## config.mk

```make
export PLATFORM = sky130hd
export DESIGN_NAME = serial_frame_deframer_xor_check
export DESIGN_NICKNAME = d
export VERILOG_FILES = /design/src/design/dfr_pkg.sv /design/src/design/dfr_ram.sv /design/src/design/dfr_front.sv /design/src/design/dfr_cmd_fifo.sv /design/src/design/dfr_back.sv /design/src/design/serial_frame_deframer_xor_check.sv
export SDC_FILE = /design/constraint.sdc
export NUM_CORES = 1
export LEC_CHECK = 0
export ABC_AREA = 1
export CORE_UTILIZATION = 57
export DETAILED_ROUTE_END_ITERATION = 8
export DONT_BUFFER_PORTS = 1
export GPL_ROUTABILITY_DRIVEN = 0
export HOLD_SLACK_MARGIN = 0.05
export PLACE_DENSITY = 0.84
export SETUP_SLACK_MARGIN = 0.2
export SYNTH_ARGS = -nofsm -noshare
export SYNTH_HDL_FRONTEND = slang
export SYNTH_SLANG_ARGS = --single-unit
```

## constraint.sdc

```tcl
create_clock -name clk -period 4.4 [get_ports clk]
set_clock_uncertainty 0.1 [all_clocks]
set_input_delay 0.88 -clock clk [delete_from_list [all_inputs] [get_ports clk]]
set_output_delay 0.88 -clock clk [all_outputs]
set_load 0.01 [all_outputs]
```

## src/design/dfr_pkg.sv

```systemverilog
// Shared types and constants of the serial frame deframer.
package dfr_pkg;

	// Default and largest supported frame buffer size in bytes.
	localparam int FRAME_BYTES_DEF = 64;
	localparam int FRAME_BYTES_MAX = 1024;

	// Payload length fits below the largest buffer size.
	localparam int LEN_W = $clog2(FRAME_BYTES_MAX);

	// Configuration register indexes.
	localparam logic CFG_FRAME_HEAD  = 1'b0;
	localparam logic CFG_LINK_ENABLE = 1'b1;

	// Input item kinds.
	localparam logic OP_BYTE    = 1'b0;
	localparam logic OP_TIMEOUT = 1'b1;

	// Result event kinds.
	localparam logic EV_DATA      = 1'b0;
	localparam logic EV_LINK_LOST = 1'b1;

	typedef struct packed {
		logic [15:0] frame_head;
		logic        link_enable;
	} dfr_cfg_t;

	// Work handed from the front to the back.
	typedef struct packed {
		logic             kind;
		logic [15:0]      ptype;
		logic [LEN_W-1:0] plen;
		logic             joined;
	} dfr_cmd_t;

	typedef struct packed {
		logic frame_done;
	} dfr_back_stat_t;

	typedef struct packed {
		logic        event_kind;
		logic [15:0] packet_type;
		logic [7:0]  payload_byte;
		logic        byte_valid;
		logic        last;
		logic        link_up;
		logic        just_connected;
	} dfr_result_t;

endpackage

```

## src/design/dfr_ram.sv

```systemverilog
// Generic single-write, single-read RAM with registered read data.
module dfr_ram #(
	parameter int WIDTH = 8,
	parameter int DEPTH = 64
) (
	input  logic                     clk,
	input  logic                     we,
	input  logic [$clog2(DEPTH)-1:0] waddr,
	input  logic [WIDTH-1:0]         wdata,
	input  logic [$clog2(DEPTH)-1:0] raddr,
	output logic [WIDTH-1:0]         rdata
);

	logic [WIDTH-1:0] mem_q [DEPTH];

	always_ff @(posedge clk) begin
		if (we) begin
			mem_q[waddr] <= wdata;
		end
		rdata <= mem_q[raddr];
	end

endmodule

```

## src/design/dfr_front.sv

```systemverilog
// Front part: accepts input beats, assembles and checks frames, issues commands.
module dfr_front #(
	parameter int FRAME_BYTES = dfr_pkg::FRAME_BYTES_DEF
) (
	input  logic                           clk,
	input  logic                           arst_n,
	input  dfr_pkg::dfr_cfg_t              cfg,
	input  logic                           in_valid,
	output logic                           in_ready,
	input  logic                           in_opcode,
	input  logic [7:0]                     in_byte,
	input  dfr_pkg::dfr_back_stat_t        stat,
	input  logic                           cmd_full,
	output logic                           cmd_push,
	output dfr_pkg::dfr_cmd_t              cmd,
	output logic                           ram_we,
	output logic [$clog2(FRAME_BYTES)-1:0] ram_waddr,
	output logic [7:0]                     ram_wdata
);
	import dfr_pkg::*;

	localparam int AW = $clog2(FRAME_BYTES);
	localparam logic [AW-1:0] FILL_LAST = AW'(FRAME_BYTES - 1);
	localparam logic [15:0]   LEN_LIMIT = 16'(FRAME_BYTES - 5);

	logic [AW-1:0] fill_q, fill_d, fill_next;
	logic [15:0]   head_q, type_q, len_q, len_now;
	logic [7:0]    len_lo_q, xor_q, xor_new;
	logic          link_q, link_d, lock_q;
	logic          accept, active, is_byte, overflow, have4;
	logic          head_bad, len_bad, complete;

	assign in_ready  = !lock_q && !cmd_full;
	assign accept    = in_valid && in_ready;
	assign active    = accept && cfg.link_enable;
	assign is_byte   = active && (in_opcode == OP_BYTE);
	assign overflow  = (fill_q == FILL_LAST);
	assign fill_next = fill_q + AW'(1);
	assign have4     = (fill_q >= AW'(3));
	assign xor_new   = (fill_q == AW'(4)) ? in_byte : (xor_q ^ in_byte);
	assign len_now   = (fill_q == AW'(3)) ? {in_byte, len_lo_q} : len_q;
	assign head_bad  = (head_q != cfg.frame_head);
	assign len_bad   = (len_now >= LEN_LIMIT) || (len_now < 16'd2);
	assign complete  = (16'(fill_next) == (len_now + 16'd5));

	assign ram_we    = is_byte && !overflow;
	assign ram_waddr = fill_q;
	assign ram_wdata = in_byte;

	always_comb begin
		fill_d   = fill_q;
		link_d   = link_q;
		cmd_push = 1'b0;
		cmd      = '0;
		if (active && (in_opcode == OP_TIMEOUT)) begin
			link_d   = 1'b0;
			cmd_push = 1'b1;
			cmd.kind = EV_LINK_LOST;
		end else if (is_byte) begin
			if (overflow) begin
				fill_d = '0;
			end else if (!have4) begin
				fill_d = fill_next;
			end else if (head_bad || len_bad) begin
				fill_d = '0;
			end else if (!complete) begin
				fill_d = fill_next;
			end else begin
				fill_d = '0;
				if (xor_new == 8'd0) begin
					link_d     = 1'b1;
					cmd_push   = 1'b1;
					cmd.kind   = EV_DATA;
					cmd.ptype  = type_q;
					cmd.plen   = LEN_W'(len_now - 16'd2);
					cmd.joined = !link_q;
				end
			end
		end
	end

	always_ff @(posedge clk or negedge arst_n) begin
		if (!arst_n) begin
			fill_q <= '0;
			link_q <= 1'b0;
			lock_q <= 1'b0;
		end else begin
			fill_q <= fill_d;
			link_q <= link_d;
			if (cmd_push && (cmd.kind == EV_DATA)) begin
				lock_q <= 1'b1;
			end else if (stat.frame_done) begin
				lock_q <= 1'b0;
			end
		end
	end

	// Header fields and the running check are captured as the bytes arrive.
	always_ff @(posedge clk) begin
		if (ram_we) begin
			case (fill_q)
				AW'(0): head_q[7:0]  <= in_byte;
				AW'(1): head_q[15:8] <= in_byte;
				AW'(2): len_lo_q     <= in_byte;
				AW'(3): len_q        <= {in_byte, len_lo_q};
				AW'(4): type_q[7:0]  <= in_byte;
				AW'(5): type_q[15:8] <= in_byte;
				default: ;
			endcase
			xor_q <= xor_new;
		end
	end

endmodule

```

## src/design/dfr_cmd_fifo.sv

```systemverilog
// Two-entry command queue between the front and the back.
module dfr_cmd_fifo (
	input  logic              clk,
	input  logic              arst_n,
	input  logic              push,
	input  dfr_pkg::dfr_cmd_t push_cmd,
	output logic              full,
	input  logic              pop,
	output logic              head_valid,
	output dfr_pkg::dfr_cmd_t head_cmd
);
	import dfr_pkg::*;

	dfr_cmd_t   entry_q [2];
	logic       wr_ptr_q, rd_ptr_q;
	logic [1:0] count_q;

	assign full       = (count_q == 2'd2);
	assign head_valid = (count_q != 2'd0);
	assign head_cmd   = entry_q[rd_ptr_q];

	always_ff @(posedge clk or negedge arst_n) begin
		if (!arst_n) begin
			wr_ptr_q <= 1'b0;
			rd_ptr_q <= 1'b0;
			count_q  <= 2'd0;
		end else begin
			if (push && !full) begin
				wr_ptr_q <= !wr_ptr_q;
			end
			if (pop && head_valid) begin
				rd_ptr_q <= !rd_ptr_q;
			end
			count_q <= count_q + 2'(push && !full) - 2'(pop && head_valid);
		end
	end

	always_ff @(posedge clk) begin
		if (push && !full) begin
			entry_q[wr_ptr_q] <= push_cmd;
		end
	end

endmodule

```

## src/design/dfr_back.sv

```systemverilog
// Back part: turns queued commands into result beats, reading payload from the RAM.
module dfr_back #(
	parameter int FRAME_BYTES = dfr_pkg::FRAME_BYTES_DEF
) (
	input  logic                           clk,
	input  logic                           arst_n,
	input  logic                           cmd_valid,
	input  dfr_pkg::dfr_cmd_t              cmd,
	output logic                           cmd_pop,
	output dfr_pkg::dfr_back_stat_t        stat,
	output logic [$clog2(FRAME_BYTES)-1:0] ram_raddr,
	input  logic [7:0]                     ram_rdata,
	output logic                           out_valid,
	input  logic                           out_ready,
	output dfr_pkg::dfr_result_t           res
);
	import dfr_pkg::*;

	localparam int AW = $clog2(FRAME_BYTES);
	localparam logic [1:0] ST_IDLE = 2'd0;
	localparam logic [1:0] ST_WAIT = 2'd1;
	localparam logic [1:0] ST_EMIT = 2'd2;

	logic [1:0]       state_q;
	logic [AW-1:0]    rd_addr_q;
	logic [LEN_W-1:0] rem_q;
	logic             out_valid_q;
	dfr_result_t      res_q;
	logic             slot_free, single, load_out;

	assign slot_free = !out_valid_q || out_ready;
	// Link-lost events and empty frames need no payload read.
	assign single    = (cmd.kind == EV_LINK_LOST) || (cmd.plen == '0);

	assign out_valid = out_valid_q;
	assign res       = res_q;
	assign ram_raddr = rd_addr_q;

	// The output register is loaded with a new beat whenever it is free and a beat is ready.
	always_comb begin
		cmd_pop  = 1'b0;
		load_out = 1'b0;
		case (state_q)
			ST_IDLE: begin
				load_out = cmd_valid && single && slot_free;
				cmd_pop  = cmd_valid && single && slot_free;
			end
			ST_EMIT: begin
				load_out = slot_free;
				cmd_pop  = slot_free && (rem_q == LEN_W'(1));
			end
			default: begin
				cmd_pop  = 1'b0;
				load_out = 1'b0;
			end
		endcase
	end

	assign stat.frame_done = cmd_pop && (cmd.kind == EV_DATA);

	always_ff @(posedge clk or negedge arst_n) begin
		if (!arst_n) begin
			state_q     <= ST_IDLE;
			out_valid_q <= 1'b0;
		end else begin
			if (load_out) begin
				out_valid_q <= 1'b1;
			end else if (out_ready) begin
				out_valid_q <= 1'b0;
			end
			case (state_q)
				ST_IDLE: begin
					if (cmd_valid && !single) begin
						state_q <= ST_WAIT;
					end
				end
				ST_WAIT: state_q <= ST_EMIT;
				ST_EMIT: begin
					if (slot_free) begin
						state_q <= (rem_q == LEN_W'(1)) ? ST_IDLE : ST_WAIT;
					end
				end
				default: state_q <= ST_IDLE;
			endcase
		end
	end

	always_ff @(posedge clk) begin
		case (state_q)
			ST_IDLE: begin
				rd_addr_q <= AW'(6);
				rem_q     <= cmd.plen;
				if (cmd_valid && single && slot_free) begin
					res_q.event_kind     <= cmd.kind;
					res_q.packet_type    <= cmd.ptype;
					res_q.payload_byte   <= 8'd0;
					res_q.byte_valid     <= 1'b0;
					res_q.last           <= 1'b1;
					res_q.link_up        <= (cmd.kind == EV_DATA);
					res_q.just_connected <= cmd.joined;
				end
			end
			ST_EMIT: begin
				if (slot_free) begin
					res_q.event_kind     <= EV_DATA;
					res_q.packet_type    <= cmd.ptype;
					res_q.payload_byte   <= ram_rdata;
					res_q.byte_valid     <= 1'b1;
					res_q.last           <= (rem_q == LEN_W'(1));
					res_q.link_up        <= 1'b1;
					res_q.just_connected <= cmd.joined;
					rd_addr_q            <= rd_addr_q + AW'(1);
					rem_q                <= rem_q - LEN_W'(1);
				end
			end
			default: ;
		endcase
	end

endmodule

```

## src/design/serial_frame_deframer_xor_check.sv

```systemverilog
// Serial frame deframer: one input beat per received byte or link timeout; a frame
// (head, length, type, payload, XOR check byte) that passes its checks leaves as one
// output beat per payload byte, closed by tlast, or as one closing beat if it is empty.
// Input beats are taken every cycle except while the command queue is full and from the
// moment the front hands a good frame to the back until the back has read the last
// payload byte, because payload and new bytes share one frame buffer RAM. For each
// payload byte the back goes through a wait state (RAM address) and an emit state
// (registered read data); a link timeout or empty frame needs no RAM read. A two-entry
// command queue lets timeout events and the front keep moving while the output side is
// stalled. Frames are dropped silently when the head differs from frame_head, when the
// length is below 2 or at least FRAME_BYTES-5, when the buffer would overflow, or when
// the XOR over type, payload and check byte is nonzero. With link_enable low every input
// beat is consumed and ignored. The frame buffer needs no clearing after reset.
module serial_frame_deframer_xor_check #(
	parameter int FRAME_BYTES = dfr_pkg::FRAME_BYTES_DEF
) (
	input  logic        clk,
	input  logic        arst_n,
	// Configuration write port: index 0 frame_head, index 1 link_enable.
	input  logic        cfg_we,
	input  logic        cfg_index,
	input  logic [15:0] cfg_data,
	// Input stream.
	input  logic        s_axis_tvalid,
	output logic        s_axis_tready,
	input  logic [7:0]  s_axis_tdata,  // [7:0] rx_byte
	input  logic        s_axis_tuser,  // [0] opcode
	// Output stream.
	output logic        m_axis_tvalid,
	input  logic        m_axis_tready,
	// [15:0] packet_type, [23:16] payload_byte, [24] byte_valid, [25] link_up,
	// [26] just_connected, [31:27] zero
	output logic [31:0] m_axis_tdata,
	output logic        m_axis_tuser,  // [0] event_kind
	output logic        m_axis_tlast   // last
);
	import dfr_pkg::*;

	localparam int AW = $clog2(FRAME_BYTES);

	dfr_cfg_t       cfg_q;
	dfr_cmd_t       push_cmd, head_cmd;
	dfr_back_stat_t back_stat;
	dfr_result_t    res;
	logic           cmd_push, cmd_full, cmd_pop, cmd_valid;
	logic           ram_we;
	logic [AW-1:0]  ram_waddr, ram_raddr;
	logic [7:0]     ram_wdata, ram_rdata;

	// Configuration registers; the user must write them only while the block is idle, which the block does not enforce.
	always_ff @(posedge clk or negedge arst_n) begin
		if (!arst_n) begin
			cfg_q.frame_head  <= 16'd0;
			cfg_q.link_enable <= 1'b1;
		end else if (cfg_we) begin
			case (cfg_index)
				CFG_FRAME_HEAD:  cfg_q.frame_head  <= cfg_data;
				CFG_LINK_ENABLE: cfg_q.link_enable <= cfg_data[0];
				default: ;
			endcase
		end
	end

	// The front assembles bytes into the frame buffer and checks each frame.
	dfr_front #(.FRAME_BYTES(FRAME_BYTES)) u_front (
		.clk       (clk),
		.arst_n    (arst_n),
		.cfg       (cfg_q),
		.in_valid  (s_axis_tvalid),
		.in_ready  (s_axis_tready),
		.in_opcode (s_axis_tuser),
		.in_byte   (s_axis_tdata),
		.stat      (back_stat),
		.cmd_full  (cmd_full),
		.cmd_push  (cmd_push),
		.cmd       (push_cmd),
		.ram_we    (ram_we),
		.ram_waddr (ram_waddr),
		.ram_wdata (ram_wdata)
	);

	// Frame buffer holding the bytes of the frame being received.
	dfr_ram #(.WIDTH(8), .DEPTH(FRAME_BYTES)) u_frame_ram (
		.clk   (clk),
		.we    (ram_we),
		.waddr (ram_waddr),
		.wdata (ram_wdata),
		.raddr (ram_raddr),
		.rdata (ram_rdata)
	);

	dfr_cmd_fifo u_cmd_fifo (
		.clk        (clk),
		.arst_n     (arst_n),
		.push       (cmd_push),
		.push_cmd   (push_cmd),
		.full       (cmd_full),
		.pop        (cmd_pop),
		.head_valid (cmd_valid),
		.head_cmd   (head_cmd)
	);

	// The back turns each command into result beats behind an output register.
	dfr_back #(.FRAME_BYTES(FRAME_BYTES)) u_back (
		.clk       (clk),
		.arst_n    (arst_n),
		.cmd_valid (cmd_valid),
		.cmd       (head_cmd),
		.cmd_pop   (cmd_pop),
		.stat      (back_stat),
		.ram_raddr (ram_raddr),
		.ram_rdata (ram_rdata),
		.out_valid (m_axis_tvalid),
		.out_ready (m_axis_tready),
		.res       (res)
	);

	assign m_axis_tdata = {5'd0, res.just_connected, res.link_up, res.byte_valid,
		res.payload_byte, res.packet_type};
	assign m_axis_tuser = res.event_kind;
	assign m_axis_tlast = res.last;

	// The front must never hand a command to a full queue.
	assert property (@(posedge clk) disable iff (!arst_n) cmd_push |-> !cmd_full)
		else $error("command pushed into a full queue");

	// A link-lost beat is a single closing beat with the link down.
	assert property (@(posedge clk) disable iff (!arst_n)
		(m_axis_tvalid && (m_axis_tuser == EV_LINK_LOST)) |->
		(m_axis_tlast && !m_axis_tdata[25] && !m_axis_tdata[26]))
		else $error("malformed link-lost beat");

	// A beat that reports a fresh connection must show the link up.
	assert property (@(posedge clk) disable iff (!arst_n)
		(m_axis_tvalid && m_axis_tdata[26]) |-> m_axis_tdata[25])
		else $error("just_connected without link_up");

	// A beat without payload data carries a zero payload byte.
	assert property (@(posedge clk) disable iff (!arst_n)
		(m_axis_tvalid && !m_axis_tdata[24]) |-> (m_axis_tdata[23:16] == 8'd0))
		else $error("payload byte set on an empty beat");

endmodule
```

==> results.md <==
- Min-Delay Path Class: in2reg
- Root Buffer Master: sky130_fd_sc_hd__clkbuf_16
- RSZ-0062 raised after global routing: no
- Share of synthesized cell area in full adder, half adder and majority cells: 0.418%
- DR vias/cell: 6.28
- Top-Level Pins: 67
- Number of antenna-violating nets in the routed design: 0
- Post-Synth Simple-Gate Area: 13.4%
- Post-synthesis instance area: around 0.030 mm2
- Number of inserted filler cells in the final layout: 3410
- Die Y-Extent: 231 um
- Detailed router's first-iteration violation count: 2952
- Antenna violations before repair: 1
- DRC violations left: 0
- Top-count cell post-synth: sky130_fd_sc_hd__edfxtp_1
- Fraction of the yosys area taken by sequential cells: between 70 and 80%
- Final Instance Area: 0.0331 mm2
- Number of max-cap violations: 0
- Max-Slew Margin vs Limit: 23.0%
- HPWL reported at the end of detailed placement: 41500 um
- Post-detailed-placement cell area: 0.0307 mm2
- Number of rows created at floorplan: 83
- Critical path data required time: between 4 and 5 ns
- Count of final hold-check violations: 0
- Mean cell area of the mapped netlist: between 10 and 15 um2
- Cell type contributing the most total cell area after synthesis: sky130_fd_sc_hd__edfxtp_1
- Final-stage net count: about 2500
- Ratio of cells with drive above 1 in the final layout: 10.6%
- Data arrival at the endpoint of the critical path: just over 4 ns
- Multiplexer fraction of the synthesized cell area: less than 1%
- Multi-input gate area in the final layout: 0.00764 mm2
- Most area-consuming cells after synthesis: sky130_fd_sc_hd__edfxtp_1 68%, sky130_fd_sc_hd__nor2_1 6.2%, sky130_fd_sc_hd__o21ai_0 5.8%, sky130_fd_sc_hd__o22ai_1 3.4%, sky130_fd_sc_hd__nand2_1 2.8%
- Proportion of synthesized flip-flops having asynchronous set or reset: under 10%
- Final-report setup violation count: 0
- Signed area change from the synthesized netlist to the final layout: 10.4%
- Actual slew at the worst max-slew pin: around 1.2 ns
- Fraction of synthesized cell area in xor and xnor cells: 0.848%
- CTS clock-pin slew for the worst setup and hold paths: 0.06 ns
- Wire length of the first global-routing pass: between 100000 and 150000 um
- FF+latch count, synth: around 720
- Overall Global Routing Usage: 27.5%
- Clock period minus worst slack: roughly 4.0 ns
- Clock tree from TritonCTS: built
- Final critical-path share of the clock period: 90.2%
- CTS max path bufs: 3
- Ys Warns: 0
- Seq. cell area: approximately 0.021 mm2
- Max Freq: between 0.2 and 0.3 GHz
- Number of detailed-routing iterations run before antenna repair: 6
- Leakage power figure: 0.0114 uW
- Final-layout setup total negative slack: 0 ns
- Dominant combinational cell family by area after synthesis: simple AND/OR/NAND/NOR gates
- Area of the die: 0.0535 mm2
- Number of buffers created by CTS: 70
- Initial standard-cell utilization of the core: 58.0%
- Yosys top cell area share: 67.9%
- Pwr Total: between 15000 and 20000 uW
- Outcome: finished clean
- Core Region: approximately 0.052 mm2
- Element type at the critical path end: register
- CP max FO: 28
- Number of global-route vias before repair: between 15000 and 20000
- Distinct cell type count after synthesis: 48
- Number of port buffers: 0
- Source-to-sink clock delay at the later pin of the worst-skew pair: 0.62 ns
- Final WL: 72900 um
- Horizontal extent of the die: 231 um
- Overflow left after global routing: 0
- Maximum number of pins on one net before global-route repair: approximately 200
- Synth Area in Compound Gates: just under 10%
- Ys flop type: sky130_fd_sc_hd__edfxtp_1
- Number of sinks driven by the clock tree: 717
- Commonest cells post-synth: 677 x sky130_fd_sc_hd__edfxtp_1, 496 x sky130_fd_sc_hd__nor2_1, 346 x sky130_fd_sc_hd__o21ai_0
- DR vias: 20300
- Deepest level of the CTS H-tree: 3
- Synthesized instance count: 2496
- Startpoint kind of the worst setup timing path: register
- Number of enable-type register cells in the synthesized netlist: 677
- Areal power density over the cells: 579 mW/mm2
- Type of the worst setup path: reg2reg
- Max Slew Vio Count: 0
- Per-cell routed wire length: 22.5 um
- Worst voltage drop across the vdd grid: 0.472 mV
## critical path: stages (launching register included)
cell and delay (ns):
sky130_fd_sc_hd__dfrtp_1 0.68, sky130_fd_sc_hd__nor2_4 0.13, sky130_fd_sc_hd__buf_12 0.16, sky130_fd_sc_hd__nand3_4 0.08
sky130_fd_sc_hd__nand2_1 0.09, sky130_fd_sc_hd__nand2_2 0.13, sky130_fd_sc_hd__ha_1 0.19, sky130_fd_sc_hd__inv_1 0.05
sky130_fd_sc_hd__nand3_1 0.19, sky130_fd_sc_hd__nand3_1 0.16, sky130_fd_sc_hd__nor2_1 0.31, sky130_fd_sc_hd__nand2_1 0.13
sky130_fd_sc_hd__nand2_1 0.14, sky130_fd_sc_hd__nand3_1 0.10, sky130_fd_sc_hd__nor2_1 0.18, sky130_fd_sc_hd__nand4_2 0.18
sky130_fd_sc_hd__nand2_2 0.13, sky130_fd_sc_hd__inv_1 0.06, sky130_fd_sc_hd__nor2_2 0.11, sky130_fd_sc_hd__buf_6 0.28
## what timing repair did
item / in CTS / in global routing
hold buffers: 2 / 0
gates resized for setup: 0 / 5
endpoints found under the hold margin: 32 / 0
setup endpoints to repair: 0 / 56
setup buffers: 0 / 3
## registers in the layout, summed over array words and instances (netlist names), 10 cells and up
signal	count
u_back.res	29
u_front.len_q	16
u_cmd_fifo.entry_q	56
u_back.rem_q	10
u_frame_ram.mem_q	512
cfg_q	17
u_front.head_q	16
u_front.type_q	16
## power breakdown
part | switching [uW] | internal [uW] | total [uW]
Combinational | 3420 | 1420 | 4840
Clock | 2500 | 3470 | 5970
Sequential | 327 | 8020 | 8340
## placed cells by master (no fill, tap or decap), types with 29 or more instances in the layout
cell type and instances:
sky130_fd_sc_hd__buf_4 50, sky130_fd_sc_hd__edfxtp_1 677, sky130_fd_sc_hd__nor2_2 31, sky130_fd_sc_hd__clkbuf_16 72
sky130_fd_sc_hd__o21ai_0 346, sky130_fd_sc_hd__inv_1 121, sky130_fd_sc_hd__o22ai_1 161, sky130_fd_sc_hd__nand4_1 38
sky130_fd_sc_hd__dfrtp_1 29, sky130_fd_sc_hd__nand3_1 54, sky130_fd_sc_hd__nand2_1 220, sky130_fd_sc_hd__nor2_1 495
## path summary, 6_finish.rpt
path | start | end | slack (ns) | depth (start not counted)
worst max register to register | u_front.ram_waddr[3] | u_cmd_fifo.entry_q[1][15] | 0.43 | 19
worst min register to register | u_front.lock_q | u_front.lock_q | 0.42 | 2
max in group asynchronous | arst_n | cfg_q[0] | 3.25 | 2
min in group asynchronous | arst_n | u_front.ram_waddr[0] | 0.68 | 2
worst max-delay path | u_front.ram_waddr[3] | u_cmd_fifo.entry_q[1][15] | 0.43 | 19
worst min-delay path | cfg_we | cfg_q[0] | 0.26 | 1
## stage by stage
stage                     hold WS [ns]  cells  setup WS, ns  util (%)
after floorplan                  0.342   2508         0.598         -
after global placement           0.374   3104         0.717      59.5
after detailed placement         0.400   3104         0.478      59.5
after CTS                        0.247   3231         0.338      63.9
after global routing             0.257   3236         0.192      64.0
final                            0.263   3237         0.431      64.1
## logic make-up after synthesis
group,count (synthesis)
flip-flops,717
AND/OR/NAND/NOR,915
other,1
AO/OA/AOI/OAI,538
XOR/XNOR,29
buffers and inverters,264
multiplexers,22
adder cells (fa/ha/maj),10
## layout make-up
| class | instances | area share [%] |
|---|---|---|
| Sequential cell | 717 | 64.4 |
| Multi-Input combinational cell | 1529 | 23.1 |
| Clock buffer | 84 | 5.59 |
| Tap cell | 680 | 2.57 |
| Timing Repair Buffer | 59 | 1.60 |
| Inverter | 126 | 1.45 |
| Clock inverter | 41 | 1.27 |
| Antenna cell | 1 | 0.00757 |
## layer usage
layer | vias up | GRT usage (%) | wire, um
met3 | 284 | 4.47 | 7230
li1 | 8936 | - | -
met2 | 1416 | 44.7 | 35200
met1 | 9692 | 35.5 | 26700
met4 | 0 | 15.1 | 3820
met5 | - | 0 | 0
No activity file was read; power rests on OpenSTA's default activity.
